--- config.mk ---
export PLATFORM = sky130hd
export DESIGN_NAME = line_rect_fill_rasterizer
export DESIGN_NICKNAME = d
export VERILOG_FILES = /design/src/rtl/lrf_pkg.sv /design/src/rtl/line_rect_fill_rasterizer.sv /design/src/rtl/lrf_front.sv /design/src/rtl/lrf_gen.sv /design/src/rtl/lrf_pixel.sv
export SDC_FILE = /design/constraint.sdc
export NUM_CORES = 2
export LEC_CHECK = 0
export BUFFER_PORTS_ARGS = -buffer_cell sky130_fd_sc_hd__buf_2
export CORE_ASPECT_RATIO = 2
export CORE_UTILIZATION = 45
export CTS_BUF_LIST = sky130_fd_sc_hd__clkbuf_8
export DETAILED_ROUTE_END_ITERATION = 8
export PLACE_DENSITY = 0.66
export SLEW_MARGIN = 30
export SYNTH_ARGS = -nofsm -noshare
export SYNTH_HDL_FRONTEND = slang
export SYNTH_SLANG_ARGS = --single-unit
export TNS_END_PERCENT = 1
--- constraint.sdc ---
create_clock -name clk -period 9.2 [get_ports clk]
set_input_delay 0.92 -clock clk [delete_from_list [all_inputs] [get_ports clk]]
set_output_delay 0.92 -clock clk [all_outputs]
set_load 0.01 [all_outputs]
--- src/rtl/lrf_pkg.sv ---
`timescale 1ns / 1ps

package lrf_pkg;

    // Fixed field widths
    localparam int PIX_BITS       = 12;
    localparam int COLOR_BITS     = 8;
    localparam int CFG_INDEX_BITS = 2;
    localparam int CFG_DATA_BITS  = 12;

    // Configuration register indexes
    localparam logic [CFG_INDEX_BITS-1:0] REG_BUF_WIDTH   = 2'd0;
    localparam logic [CFG_INDEX_BITS-1:0] REG_BUF_HEIGHT  = 2'd1;
    localparam logic [CFG_INDEX_BITS-1:0] REG_BUF_PRESENT = 2'd2;

    // Configuration reset values
    localparam logic [PIX_BITS-1:0] RESET_BUF_WIDTH  = 12'd626;
    localparam logic [PIX_BITS-1:0] RESET_BUF_HEIGHT = 12'd288;

    // Command queue between front and generator
    localparam int QUEUE_DEPTH    = 2;
    localparam int QUEUE_PTR_BITS = 1;
    localparam logic [QUEUE_PTR_BITS:0] QUEUE_FULL = (QUEUE_PTR_BITS + 1)'(QUEUE_DEPTH);

    // Rectangle sides, drawn in this order
    localparam logic [1:0] SIDE_TOP    = 2'd0;
    localparam logic [1:0] SIDE_RIGHT  = 2'd1;
    localparam logic [1:0] SIDE_BOTTOM = 2'd2;
    localparam logic [1:0] SIDE_LEFT   = 2'd3;

    typedef enum logic [1:0] {
        MODE_LINE = 2'd0,
        MODE_RECT = 2'd1,
        MODE_FILL = 2'd2,
        MODE_STEP = 2'd3
    } lrf_mode_t;

    // Generator sequencer: idle/stepping, then the segment load states
    typedef enum logic [1:0] {
        GEN_IDLE  = 2'd0,
        GEN_SEG   = 2'd1,
        GEN_DELTA = 2'd2,
        GEN_MAJOR = 2'd3
    } lrf_gen_state_t;

    // Head of the command queue
    typedef struct packed {
        logic      valid;
        lrf_mode_t mode;
        logic      fill_empty;
    } lrf_head_t;

    // One generated point, already clipped
    typedef struct packed {
        logic                  we;
        logic [PIX_BITS-1:0]   x;
        logic [PIX_BITS-1:0]   y;
        logic [COLOR_BITS-1:0] color;
        logic                  done;
    } lrf_point_t;

    // Frame buffer configuration
    typedef struct packed {
        logic [PIX_BITS-1:0] width;
        logic [PIX_BITS-1:0] height;
        logic                present;
    } lrf_cfg_t;

endpackage

--- src/rtl/line_rect_fill_rasterizer.sv ---
`timescale 1ns / 1ps

// Point generator for lines, rectangle outlines and filled rectangles on a
// byte-per-pixel frame buffer. A command transaction (line, outline, fill)
// loads the generator and produces no output; every following step
// transaction produces one point until the command is used up, the last one
// flagged with run_done. Commands pass through a two-entry queue to the
// generator, which emits one point per cycle while it walks a segment and the
// output does not stall; the minor axis is tracked with a running remainder,
// so there is no divider. Each new segment (after a line or outline/fill
// command, at every outline corner and at every fill column) passes the
// generator's load states (endpoint ordering, deltas, major axis select),
// while steps wait in the queue. Points are registered in the generator and
// again, with their address (row times pitch plus column), in the output
// register. Points outside the buffer, or with no buffer attached, come out
// with write_enable low and zero fields. The user writes the configuration
// through cfg_write/cfg_index/cfg_data only while idle; it is not enforced.
module line_rect_fill_rasterizer
    import lrf_pkg::*;
#(
    parameter int COORD_BITS = 16,
    parameter int ADDR_BITS  = 24
)
(
    input  logic                         clk,
    input  logic                         rst_n,
    input  logic                         cfg_write,
    input  logic [CFG_INDEX_BITS-1:0]    cfg_index,
    input  logic [CFG_DATA_BITS-1:0]     cfg_data,
    input  logic                         in_valid,
    output logic                         in_stall,
    input  logic [1:0]                   mode,
    input  logic signed [COORD_BITS-1:0] start_x,
    input  logic signed [COORD_BITS-1:0] start_y,
    input  logic signed [COORD_BITS:0]   end_x_or_width,
    input  logic signed [COORD_BITS:0]   end_y_or_height,
    input  logic [COLOR_BITS-1:0]        pen_color,
    output logic                         out_valid,
    input  logic                         out_stall,
    output logic                         write_enable,
    output logic [PIX_BITS-1:0]          pixel_x,
    output logic [PIX_BITS-1:0]          pixel_y,
    output logic [ADDR_BITS-1:0]         pixel_address,
    output logic [COLOR_BITS-1:0]        pixel_value,
    output logic                         run_done
);

    lrf_cfg_t   cfg_reg, cfg_next;
    lrf_head_t  q_head;
    logic signed [COORD_BITS+1:0] q_ax, q_ay, q_bx, q_by;
    logic [COLOR_BITS-1:0]        q_color;
    logic       q_pop;
    logic       pt_valid;
    lrf_point_t pt;
    logic       pt_take;

    // Configuration registers
    always_comb
    begin
        cfg_next = cfg_reg;
        if (cfg_write)
        begin
            case (cfg_index)
                REG_BUF_WIDTH:   cfg_next.width   = cfg_data;
                REG_BUF_HEIGHT:  cfg_next.height  = cfg_data;
                REG_BUF_PRESENT: cfg_next.present = cfg_data[0];
                default:         cfg_next = cfg_reg;
            endcase
        end
    end

    always_ff @(posedge clk or negedge rst_n)
    begin
        if (!rst_n)
        begin
            cfg_reg.width   <= RESET_BUF_WIDTH;
            cfg_reg.height  <= RESET_BUF_HEIGHT;
            cfg_reg.present <= 1'b0;
        end
        else
        begin
            cfg_reg <= cfg_next;
        end
    end

    // Front: accept, classify, queue
    lrf_front #(
        .COORD_BITS (COORD_BITS)
    ) u_front (
        .clk             (clk),
        .rst_n           (rst_n),
        .in_valid        (in_valid),
        .in_stall        (in_stall),
        .mode            (mode),
        .start_x         (start_x),
        .start_y         (start_y),
        .end_x_or_width  (end_x_or_width),
        .end_y_or_height (end_y_or_height),
        .pen_color       (pen_color),
        .q_head          (q_head),
        .q_ax            (q_ax),
        .q_ay            (q_ay),
        .q_bx            (q_bx),
        .q_by            (q_by),
        .q_color         (q_color),
        .q_pop           (q_pop)
    );

    // Back: segment walker
    lrf_gen #(
        .COORD_BITS (COORD_BITS)
    ) u_gen (
        .clk      (clk),
        .rst_n    (rst_n),
        .cfg      (cfg_reg),
        .q_head   (q_head),
        .q_ax     (q_ax),
        .q_ay     (q_ay),
        .q_bx     (q_bx),
        .q_by     (q_by),
        .q_color  (q_color),
        .q_pop    (q_pop),
        .pt_valid (pt_valid),
        .pt       (pt),
        .pt_take  (pt_take)
    );

    // Address stage and output register
    lrf_pixel #(
        .ADDR_BITS (ADDR_BITS)
    ) u_pixel (
        .clk           (clk),
        .rst_n         (rst_n),
        .buf_width     (cfg_reg.width),
        .pt_valid      (pt_valid),
        .pt            (pt),
        .pt_take       (pt_take),
        .out_valid     (out_valid),
        .out_stall     (out_stall),
        .write_enable  (write_enable),
        .pixel_x       (pixel_x),
        .pixel_y       (pixel_y),
        .pixel_address (pixel_address),
        .pixel_value   (pixel_value),
        .run_done      (run_done)
    );

endmodule

--- src/rtl/lrf_front.sv ---
`timescale 1ns / 1ps

module lrf_front
    import lrf_pkg::*;
#(
    parameter int COORD_BITS = 16
)
(
    input  logic                         clk,
    input  logic                         rst_n,
    input  logic                         in_valid,
    output logic                         in_stall,
    input  logic [1:0]                   mode,
    input  logic signed [COORD_BITS-1:0] start_x,
    input  logic signed [COORD_BITS-1:0] start_y,
    input  logic signed [COORD_BITS:0]   end_x_or_width,
    input  logic signed [COORD_BITS:0]   end_y_or_height,
    input  logic [COLOR_BITS-1:0]        pen_color,
    output lrf_head_t                    q_head,
    output logic signed [COORD_BITS+1:0] q_ax,
    output logic signed [COORD_BITS+1:0] q_ay,
    output logic signed [COORD_BITS+1:0] q_bx,
    output logic signed [COORD_BITS+1:0] q_by,
    output logic [COLOR_BITS-1:0]        q_color,
    input  logic                         q_pop
);

    localparam int CW = COORD_BITS + 2;

    lrf_mode_t              in_mode;
    logic signed [CW-1:0]   ax_w;
    logic signed [CW-1:0]   ay_w;
    logic signed [CW-1:0]   ex_w;
    logic signed [CW-1:0]   ey_w;
    logic signed [CW-1:0]   bx_w;
    logic signed [CW-1:0]   by_w;
    logic                   fill_empty;
    logic                   push;

    lrf_mode_t              mode_slot_reg  [QUEUE_DEPTH];
    logic                   empty_slot_reg [QUEUE_DEPTH];
    logic signed [CW-1:0]   ax_slot_reg    [QUEUE_DEPTH];
    logic signed [CW-1:0]   ay_slot_reg    [QUEUE_DEPTH];
    logic signed [CW-1:0]   bx_slot_reg    [QUEUE_DEPTH];
    logic signed [CW-1:0]   by_slot_reg    [QUEUE_DEPTH];
    logic [COLOR_BITS-1:0]  color_slot_reg [QUEUE_DEPTH];

    logic [QUEUE_PTR_BITS-1:0] wr_ptr_reg, wr_ptr_next;
    logic [QUEUE_PTR_BITS-1:0] rd_ptr_reg, rd_ptr_next;
    logic [QUEUE_PTR_BITS:0]   count_reg, count_next;

    // Classify: a line keeps its end point, a rectangle gets its far corner
    always_comb
    begin
        in_mode    = lrf_mode_t'(mode);
        ax_w       = {{2{start_x[COORD_BITS-1]}}, start_x};
        ay_w       = {{2{start_y[COORD_BITS-1]}}, start_y};
        ex_w       = {end_x_or_width[COORD_BITS], end_x_or_width};
        ey_w       = {end_y_or_height[COORD_BITS], end_y_or_height};
        fill_empty = end_x_or_width[COORD_BITS];
        if (in_mode == MODE_LINE)
        begin
            bx_w = ex_w;
            by_w = ey_w;
        end
        else
        begin
            bx_w = ax_w + ex_w;
            by_w = ay_w + ey_w;
        end
    end

    assign in_stall = (count_reg == QUEUE_FULL);
    assign push     = in_valid && !in_stall;

    // Queue pointers and fill level
    always_comb
    begin
        wr_ptr_next = push  ? wr_ptr_reg + 1'b1 : wr_ptr_reg;
        rd_ptr_next = q_pop ? rd_ptr_reg + 1'b1 : rd_ptr_reg;
        count_next  = count_reg;
        if (push && !q_pop)
        begin
            count_next = count_reg + 1'b1;
        end
        else if (!push && q_pop)
        begin
            count_next = count_reg - 1'b1;
        end
    end

    always_ff @(posedge clk or negedge rst_n)
    begin
        if (!rst_n)
        begin
            wr_ptr_reg <= '0;
            rd_ptr_reg <= '0;
            count_reg  <= '0;
        end
        else
        begin
            wr_ptr_reg <= wr_ptr_next;
            rd_ptr_reg <= rd_ptr_next;
            count_reg  <= count_next;
        end
    end

    // Queue storage
    always_ff @(posedge clk)
    begin
        if (push)
        begin
            mode_slot_reg[wr_ptr_reg]  <= in_mode;
            empty_slot_reg[wr_ptr_reg] <= fill_empty;
            ax_slot_reg[wr_ptr_reg]    <= ax_w;
            ay_slot_reg[wr_ptr_reg]    <= ay_w;
            bx_slot_reg[wr_ptr_reg]    <= bx_w;
            by_slot_reg[wr_ptr_reg]    <= by_w;
            color_slot_reg[wr_ptr_reg] <= pen_color;
        end
    end

    // Head of queue
    always_comb
    begin
        q_head.valid      = (count_reg != '0);
        q_head.mode       = mode_slot_reg[rd_ptr_reg];
        q_head.fill_empty = empty_slot_reg[rd_ptr_reg];
        q_ax              = ax_slot_reg[rd_ptr_reg];
        q_ay              = ay_slot_reg[rd_ptr_reg];
        q_bx              = bx_slot_reg[rd_ptr_reg];
        q_by              = by_slot_reg[rd_ptr_reg];
        q_color           = color_slot_reg[rd_ptr_reg];
    end

    a_count_bound: assert property (@(posedge clk) disable iff (!rst_n)
        count_reg <= QUEUE_FULL)
        else $error("queue fill level beyond depth");

    a_no_pop_empty: assert property (@(posedge clk) disable iff (!rst_n)
        q_pop |-> count_reg != '0)
        else $error("pop from empty queue");

endmodule

--- src/rtl/lrf_gen.sv ---
`timescale 1ns / 1ps

module lrf_gen
    import lrf_pkg::*;
#(
    parameter int COORD_BITS = 16
)
(
    input  logic                         clk,
    input  logic                         rst_n,
    input  lrf_cfg_t                     cfg,
    input  lrf_head_t                    q_head,
    input  logic signed [COORD_BITS+1:0] q_ax,
    input  logic signed [COORD_BITS+1:0] q_ay,
    input  logic signed [COORD_BITS+1:0] q_bx,
    input  logic signed [COORD_BITS+1:0] q_by,
    input  logic [COLOR_BITS-1:0]        q_color,
    output logic                         q_pop,
    output logic                         pt_valid,
    output lrf_point_t                   pt,
    input  logic                         pt_take
);

    localparam int CW   = COORD_BITS + 2;
    localparam int DW   = COORD_BITS + 1;
    localparam int CMPW = (CW > PIX_BITS + 1) ? CW : PIX_BITS + 1;

    lrf_gen_state_t state_reg, state_next;
    logic           busy_reg, busy_next;
    logic           pt_valid_reg, pt_valid_next;
    lrf_point_t     pt_reg;

    lrf_mode_t             kind_reg;
    logic [1:0]            side_reg;
    logic [COLOR_BITS-1:0] color_reg;
    logic signed [CW-1:0]  fill_col_reg;
    logic signed [CW-1:0]  cx0_reg, cy0_reg, cx1_reg, cy1_reg;
    logic signed [CW-1:0]  seg_x0_reg, seg_y0_reg, seg_x1_reg, seg_y1_reg;
    logic [DW-1:0]         step_reg, off_reg, rem_reg;
    logic [DW-1:0]         major_reg, minor_reg, dx_reg, dy_reg;
    logic                  xmajor_reg, xinc_reg, yinc_reg;

    logic                  pt_free;
    logic                  do_cmd;
    logic                  do_step;
    logic                  cmd_busy;
    logic                  last;
    logic                  reload;

    logic [DW-1:0]         ox, oy;
    logic signed [CW-1:0]  px, py;
    logic signed [CMPW-1:0] px_c, py_c, wid_c, hgt_c;
    logic                  we;
    lrf_point_t            pt_new;

    logic [DW:0]           rem_sum;
    logic                  rem_wrap;
    logic [DW-1:0]         rem_next;

    logic signed [CW-1:0]  src_x0, src_y0, src_x1, src_y1;
    logic signed [CW-1:0]  ld_x0, ld_y0, ld_x1, ld_y1;

    assign pt_free  = !pt_valid_reg || pt_take;
    assign cmd_busy = !(q_head.mode == MODE_FILL && q_head.fill_empty);

    // Sequencer outputs: pop the queue head when it can be handled
    always_comb
    begin
        q_pop = 1'b0;
        if (state_reg == GEN_IDLE && q_head.valid)
        begin
            if (q_head.mode != MODE_STEP || !busy_reg || pt_free)
            begin
                q_pop = 1'b1;
            end
        end
        do_cmd  = q_pop && q_head.mode != MODE_STEP;
        do_step = q_pop && q_head.mode == MODE_STEP && busy_reg;
    end

    // Segment end: next rectangle side or next fill column
    always_comb
    begin
        last   = (step_reg >= major_reg);
        reload = last && ((kind_reg == MODE_RECT && side_reg != SIDE_LEFT) ||
                          (kind_reg == MODE_FILL && fill_col_reg < cx1_reg));
    end

    // Sequencer next state
    always_comb
    begin
        state_next = state_reg;
        case (state_reg)
            GEN_IDLE:
            begin
                if (do_cmd && cmd_busy)
                begin
                    state_next = GEN_SEG;
                end
                else if (do_step && reload)
                begin
                    state_next = GEN_SEG;
                end
            end
            GEN_SEG:   state_next = GEN_DELTA;
            GEN_DELTA: state_next = GEN_MAJOR;
            GEN_MAJOR: state_next = GEN_IDLE;
            default:   state_next = GEN_IDLE;
        endcase
    end

    // Busy flag and point stage valid
    always_comb
    begin
        busy_next = busy_reg;
        if (do_cmd)
        begin
            busy_next = cmd_busy;
        end
        else if (do_step && last && !reload)
        begin
            busy_next = 1'b0;
        end
        pt_valid_next = do_step ? 1'b1 : (pt_take ? 1'b0 : pt_valid_reg);
    end

    always_ff @(posedge clk or negedge rst_n)
    begin
        if (!rst_n)
        begin
            state_reg    <= GEN_IDLE;
            busy_reg     <= 1'b0;
            pt_valid_reg <= 1'b0;
        end
        else
        begin
            state_reg    <= state_next;
            busy_reg     <= busy_next;
            pt_valid_reg <= pt_valid_next;
        end
    end

    // Current point and clipping against the buffer
    always_comb
    begin
        ox     = xmajor_reg ? step_reg : off_reg;
        oy     = xmajor_reg ? off_reg : step_reg;
        px     = xinc_reg ? seg_x0_reg + CW'({1'b0, ox}) : seg_x0_reg - CW'({1'b0, ox});
        py     = yinc_reg ? seg_y0_reg + CW'({1'b0, oy}) : seg_y0_reg - CW'({1'b0, oy});
        px_c   = CMPW'(px);
        py_c   = CMPW'(py);
        wid_c  = CMPW'(cfg.width);
        hgt_c  = CMPW'(cfg.height);
        we     = cfg.present && !px_c[CMPW-1] && !py_c[CMPW-1] &&
                 (px_c < wid_c) && (py_c < hgt_c);
        pt_new.we    = we;
        pt_new.x     = we ? px_c[PIX_BITS-1:0] : '0;
        pt_new.y     = we ? py_c[PIX_BITS-1:0] : '0;
        pt_new.color = we ? color_reg : '0;
        pt_new.done  = last && !reload;
    end

    // Incremental remainder for the minor axis
    always_comb
    begin
        rem_sum  = {1'b0, rem_reg} + {1'b0, minor_reg};
        rem_wrap = (rem_sum >= {1'b0, major_reg});
        rem_next = rem_wrap ? DW'(rem_sum - {1'b0, major_reg}) : rem_sum[DW-1:0];
    end

    // Segment source: line ends, a rectangle side, or a fill column
    always_comb
    begin
        src_x0 = seg_x0_reg;
        src_y0 = seg_y0_reg;
        src_x1 = seg_x1_reg;
        src_y1 = seg_y1_reg;
        case (kind_reg)
            MODE_RECT:
            begin
                case (side_reg)
                    SIDE_TOP:
                    begin
                        src_x0 = cx0_reg; src_y0 = cy0_reg;
                        src_x1 = cx1_reg; src_y1 = cy0_reg;
                    end
                    SIDE_RIGHT:
                    begin
                        src_x0 = cx1_reg; src_y0 = cy0_reg;
                        src_x1 = cx1_reg; src_y1 = cy1_reg;
                    end
                    SIDE_BOTTOM:
                    begin
                        src_x0 = cx1_reg; src_y0 = cy1_reg;
                        src_x1 = cx0_reg; src_y1 = cy1_reg;
                    end
                    default:
                    begin
                        src_x0 = cx0_reg; src_y0 = cy1_reg;
                        src_x1 = cx0_reg; src_y1 = cy0_reg;
                    end
                endcase
            end
            MODE_FILL:
            begin
                src_x0 = fill_col_reg; src_y0 = cy0_reg;
                src_x1 = fill_col_reg; src_y1 = cy1_reg;
            end
            default:
            begin
                src_x0 = seg_x0_reg;
                src_y0 = seg_y0_reg;
                src_x1 = seg_x1_reg;
                src_y1 = seg_y1_reg;
            end
        endcase

        // Vertical or horizontal segments run in ascending order
        ld_x0 = src_x0;
        ld_y0 = src_y0;
        ld_x1 = src_x1;
        ld_y1 = src_y1;
        if (src_x0 == src_x1)
        begin
            if (src_y1 < src_y0)
            begin
                ld_y0 = src_y1;
                ld_y1 = src_y0;
            end
        end
        else if (src_y0 == src_y1 && src_x1 < src_x0)
        begin
            ld_x0 = src_x1;
            ld_x1 = src_x0;
        end
    end

    // Generator datapath
    always_ff @(posedge clk)
    begin
        if (do_cmd)
        begin
            kind_reg     <= q_head.mode;
            color_reg    <= q_color;
            side_reg     <= SIDE_TOP;
            fill_col_reg <= q_ax;
            cx0_reg      <= q_ax;
            cy0_reg      <= q_ay;
            cx1_reg      <= q_bx;
            cy1_reg      <= q_by;
            seg_x0_reg   <= q_ax;
            seg_y0_reg   <= q_ay;
            seg_x1_reg   <= q_bx;
            seg_y1_reg   <= q_by;
        end

        if (do_step)
        begin
            pt_reg <= pt_new;
            if (!last)
            begin
                step_reg <= step_reg + 1'b1;
                rem_reg  <= rem_next;
                off_reg  <= off_reg + DW'(rem_wrap);
            end
            else if (reload)
            begin
                if (kind_reg == MODE_RECT)
                begin
                    side_reg <= side_reg + 1'b1;
                end
                else
                begin
                    fill_col_reg <= fill_col_reg + CW'(1);
                end
            end
        end

        case (state_reg)
            GEN_SEG:
            begin
                seg_x0_reg <= ld_x0;
                seg_y0_reg <= ld_y0;
                seg_x1_reg <= ld_x1;
                seg_y1_reg <= ld_y1;
                step_reg   <= '0;
                rem_reg    <= '0;
                off_reg    <= '0;
            end
            GEN_DELTA:
            begin
                xinc_reg <= (seg_x1_reg > seg_x0_reg);
                yinc_reg <= (seg_y1_reg > seg_y0_reg);
                dx_reg   <= (seg_x1_reg > seg_x0_reg) ? DW'(seg_x1_reg - seg_x0_reg)
                                                      : DW'(seg_x0_reg - seg_x1_reg);
                dy_reg   <= (seg_y1_reg > seg_y0_reg) ? DW'(seg_y1_reg - seg_y0_reg)
                                                      : DW'(seg_y0_reg - seg_y1_reg);
            end
            GEN_MAJOR:
            begin
                xmajor_reg <= (dx_reg > dy_reg);
                major_reg  <= (dx_reg > dy_reg) ? dx_reg : dy_reg;
                minor_reg  <= (dx_reg > dy_reg) ? dy_reg : dx_reg;
            end
            default:
            begin
            end
        endcase
    end

    assign pt_valid = pt_valid_reg;
    assign pt       = pt_reg;

    a_no_pop_loading: assert property (@(posedge clk) disable iff (!rst_n)
        state_reg != GEN_IDLE |-> !q_pop)
        else $error("queue popped during segment load");

    a_step_bound: assert property (@(posedge clk) disable iff (!rst_n)
        busy_reg && state_reg == GEN_IDLE |-> step_reg <= major_reg)
        else $error("step count past major delta");

    a_rem_bound: assert property (@(posedge clk) disable iff (!rst_n)
        busy_reg && state_reg == GEN_IDLE && major_reg != '0 |-> rem_reg < major_reg)
        else $error("minor remainder not reduced");

    a_point_held: assert property (@(posedge clk) disable iff (!rst_n)
        pt_valid_reg && !pt_take |=> pt_valid_reg && $stable(pt_reg))
        else $error("point stage overwritten before transfer");

endmodule

--- src/rtl/lrf_pixel.sv ---
`timescale 1ns / 1ps

module lrf_pixel
    import lrf_pkg::*;
#(
    parameter int ADDR_BITS = 24
)
(
    input  logic                  clk,
    input  logic                  rst_n,
    input  logic [PIX_BITS-1:0]   buf_width,
    input  logic                  pt_valid,
    input  lrf_point_t            pt,
    output logic                  pt_take,
    output logic                  out_valid,
    input  logic                  out_stall,
    output logic                  write_enable,
    output logic [PIX_BITS-1:0]   pixel_x,
    output logic [PIX_BITS-1:0]   pixel_y,
    output logic [ADDR_BITS-1:0]  pixel_address,
    output logic [COLOR_BITS-1:0] pixel_value,
    output logic                  run_done
);

    localparam int PROD_BITS = 2 * PIX_BITS;
    localparam int SUM_BITS  = PROD_BITS + 1;

    logic                  out_valid_reg, out_valid_next;
    logic                  we_reg;
    logic [PIX_BITS-1:0]   x_reg, y_reg;
    logic [ADDR_BITS-1:0]  addr_reg;
    logic [COLOR_BITS-1:0] value_reg;
    logic                  done_reg;
    logic [PROD_BITS-1:0]  prod;
    logic [SUM_BITS-1:0]   addr_sum;

    // Output register frees up when empty or when its transaction completes
    assign pt_take = pt_valid && (!out_valid_reg || !out_stall);

    // Row times pitch plus column
    always_comb
    begin
        prod     = {{PIX_BITS{1'b0}}, pt.y} * {{PIX_BITS{1'b0}}, buf_width};
        addr_sum = {1'b0, prod} + {{(PIX_BITS + 1){1'b0}}, pt.x};
    end

    always_comb
    begin
        out_valid_next = out_valid_reg;
        if (pt_take)
        begin
            out_valid_next = 1'b1;
        end
        else if (!out_stall)
        begin
            out_valid_next = 1'b0;
        end
    end

    always_ff @(posedge clk or negedge rst_n)
    begin
        if (!rst_n)
        begin
            out_valid_reg <= 1'b0;
        end
        else
        begin
            out_valid_reg <= out_valid_next;
        end
    end

    always_ff @(posedge clk)
    begin
        if (pt_take)
        begin
            we_reg    <= pt.we;
            x_reg     <= pt.x;
            y_reg     <= pt.y;
            addr_reg  <= ADDR_BITS'(addr_sum);
            value_reg <= pt.color;
            done_reg  <= pt.done;
        end
    end

    assign out_valid     = out_valid_reg;
    assign write_enable  = we_reg;
    assign pixel_x       = x_reg;
    assign pixel_y       = y_reg;
    assign pixel_address = addr_reg;
    assign pixel_value   = value_reg;
    assign run_done      = done_reg;

endmodule
==> impl_results.md <==
- CTS Buf Count: 86
- Routed wire per std cell: 20.64 microns
- Status: finished, final reports clean
- Critical path launch point type: flip-flop
- Post-synth EDFFs: 471
- Tightest Pin Transition: 1.084 ns
- Minimum clock period: 6.534 ns
- Warnings, synthesis: 0
- Asr flop ratio synth: 0.05903
- Tot GR Track Use: 0.2404
- Critical path endpoint category: flip-flop
- Slew margin rel.: 0.2722
- Number of global-route vias before repair: 31500
- Fillers: ~8400
- Root Buffer: clkbuf_8
- CTS Buffer Depth: 3
- Critical-path cell list: buf_4 > mux2i_1 > ha_1 > nor2_1 > a21oi_1 > ha_1 > a211oi_1 > o21ai_0 > a221oi_1 > a221o_1 > a21boi_0 > a21oi_1 > ha_1 > nand2_1 > o2111ai_1 > a211oi_1 > o2111ai_1 > nor4_1 > nand4_2 > or3_1 > buf_4 > nor2_1
- Final GP Congestion: 0.9661
- Layout cell share with drive strength beyond 1: 0.1371
- IO Port Bufs: 154
- TNS Setup: 0 ns
- Core box area: 90570 sq um
- CTS tree: built
- Largest net degree at the start of global routing: between 70 and 80
- Dpl hpwl: around 90000 microns
- Gr ovfl total: 0
- Avg Inst Size Synth: a little over 10 sq um
- Unrepaired setup endpoints after global routing: false
- Mapped Cells: between 4000 and 5000
- Via count: 30580
- Setup Fix Bufs, Post-CTS: 0
- Nets: 4725
- CP max stage cell: buf_4
- Largest cells by area after synthesis: edfxtp_1, ha_1, fa_1
- Clock Skews: 0.05997 ns
- H-tree depth: 3
- Global-route wire length before repair: 171200 microns
- Worst EP arrival: 7.15 ns
- Post-CTS Resized: 0
- Yosys top cell by area: edfxtp_1
- Post-CTS Hold Fix Bufs: 0
- Cell variety after synth: between 80 and 90
- Synthesized area: 41310 sq um
- Worst endpoint required time: 9.81 ns
- Die Y: 430.5 microns
- Crit path max fanout: 63
- Worst path bufs/invs: 2
- Row count: ~160
- Antenna-violating nets left: 0
- F_max: around 150 MHz
- Commonest non-fill, non-tap cell in the layout: inv_1
- WL final: 111500 microns
- Post-route DRC: 0
- Max-slew violations: 0
- Register area share after synthesis: 0.3976
- Syn nets: 4632
- Commonest non-fill, non-tap cells in the layout: inv_1, edfxtp_1, ha_1, a21oi_1, nor2_1
- Crit share post-route: 0.7102
- 1st-pass router iterations: 5
- Initial antenna violation count: 4
- Synth top area share: 0.3423
- Die area: 93100 sq um
- Final Hold Vio Count: 0
- Initial Utilization: 0.4562
- Area Growth Syn to Fin: 9.279%
- Vias per Instance: 5.661
- Worst skew pair latency: 0.80 ns
- Clk pin slew, worst setup/hold paths: 0.07 ns
- CTS Sinks: 576
- CP most frequent cell: ha_1
- Crit path max-delay family: compound AO/OA/AOI/OAI gates
- Max Cap Viol: 0
- Top_reg_cell synth: edfxtp_1
- Synth Register Bits: 576
- Chip width: roughly 220 microns
- Min-Delay Path Class: in -> async
- Initial DRC Count: 1700
- Final Setup Violations: 0
- Ports: 155
- CP max stage delay: 0.63 ns
- Critical path class: reg -> reg
-- cell type report --
cell class                      instances  area [sq um]  area share
Tap cell                             1185          1483     0.03284
Inverter                              459          1725     0.03822
Sequential cell                       576         16430      0.3639
Clock inverter                         68         573.1     0.01269
Clock buffer                           93          1280     0.02835
Timing Repair Buffer                  189          1081     0.02394
Multi-Input combinational cell       2830         22570      0.5000
Antenna cell                            2         5.005   0.0001109
-- metal layers --
metal | share of wire | routed length [microns] | GRT usage
met5 | 0 | 0 | 0
met4 | 0.090 | 10020 | 0.1964
met3 | 0.038 | 4277 | 0.03802
met2 | 0.54 | 60350 | 0.4615
met1 | 0.33 | 36860 | 0.2173
-- cells by family after synthesis --
| family | count (synthesis) | share of synthesized area |
|---|---|---|
| compound gates | 893 | 0.1397 |
| xor+xnor | 179 | 0.03795 |
| fa+ha+maj | 488 | 0.1698 |
| buf+inv | 643 | 0.05960 |
| flops | 576 | 0.3976 |
| mux | 322 | 0.08347 |
| simple gates | 948 | 0.1119 |
-- synthesized netlist by cell type (29+ instances only) --
cell type  count
edfxtp_1     471
inv_1        457
ha_1         367
a21oi_1      337
nor2_1       265
nand2_1      247
mux2_2       180
o21ai_0      144
mux2i_1      142
clkbuf_1     137
fa_1         121
xnor2_1      118
and2_1        88
a21o_1        84
a221oi_1      74
dfxtp_1       71
nor3_1        67
xor2_1        61
nand3_1       45
nor2b_1       41
nand4_1       38
a211oi_1      36
o21a_1        33
nand2b_1      29
-- stage by stage --
stage	setup slack (ns)	utilization	cells	hold slack [ns]	cell area (sq um)
2_1_floorplan	2.911	-	4049	0.4003	41310
3_3_place_gp	2.739	0.4767	5236	0.4020	43170
3_5_place_dp	2.597	0.4778	5239	0.4045	43270
4_1_cts	2.600	0.4982	5400	0.2259	45120
5_1_grt	2.155	0.4985	5401	0.08962	45140
6_report	2.666	0.4985	5402	0.09841	45150
-- worst paths after layout --
path                                  start  slack, ns  depth (start not counted)                            to
max reg2reg                u_gen.xmajor_reg       2.67                         22                  u_gen.pt[22]
min                                   rst_n        0.1                          1                    cfg_reg[2]
min in group clk               pen_color[1]       0.31                          1  u_front.color_slot_reg[1][1]
max                        u_gen.xmajor_reg       2.67                         22                  u_gen.pt[22]
min reg2reg                     u_gen.pt[3]       0.42                          0        u_pixel.pixel_value[2]
max in group asynchronous             rst_n       8.64                          1            u_front.rd_ptr_reg
Power is not shown: default switching activity piles up to over one toggle a cycle in this logic, so the estimate is an artifact.
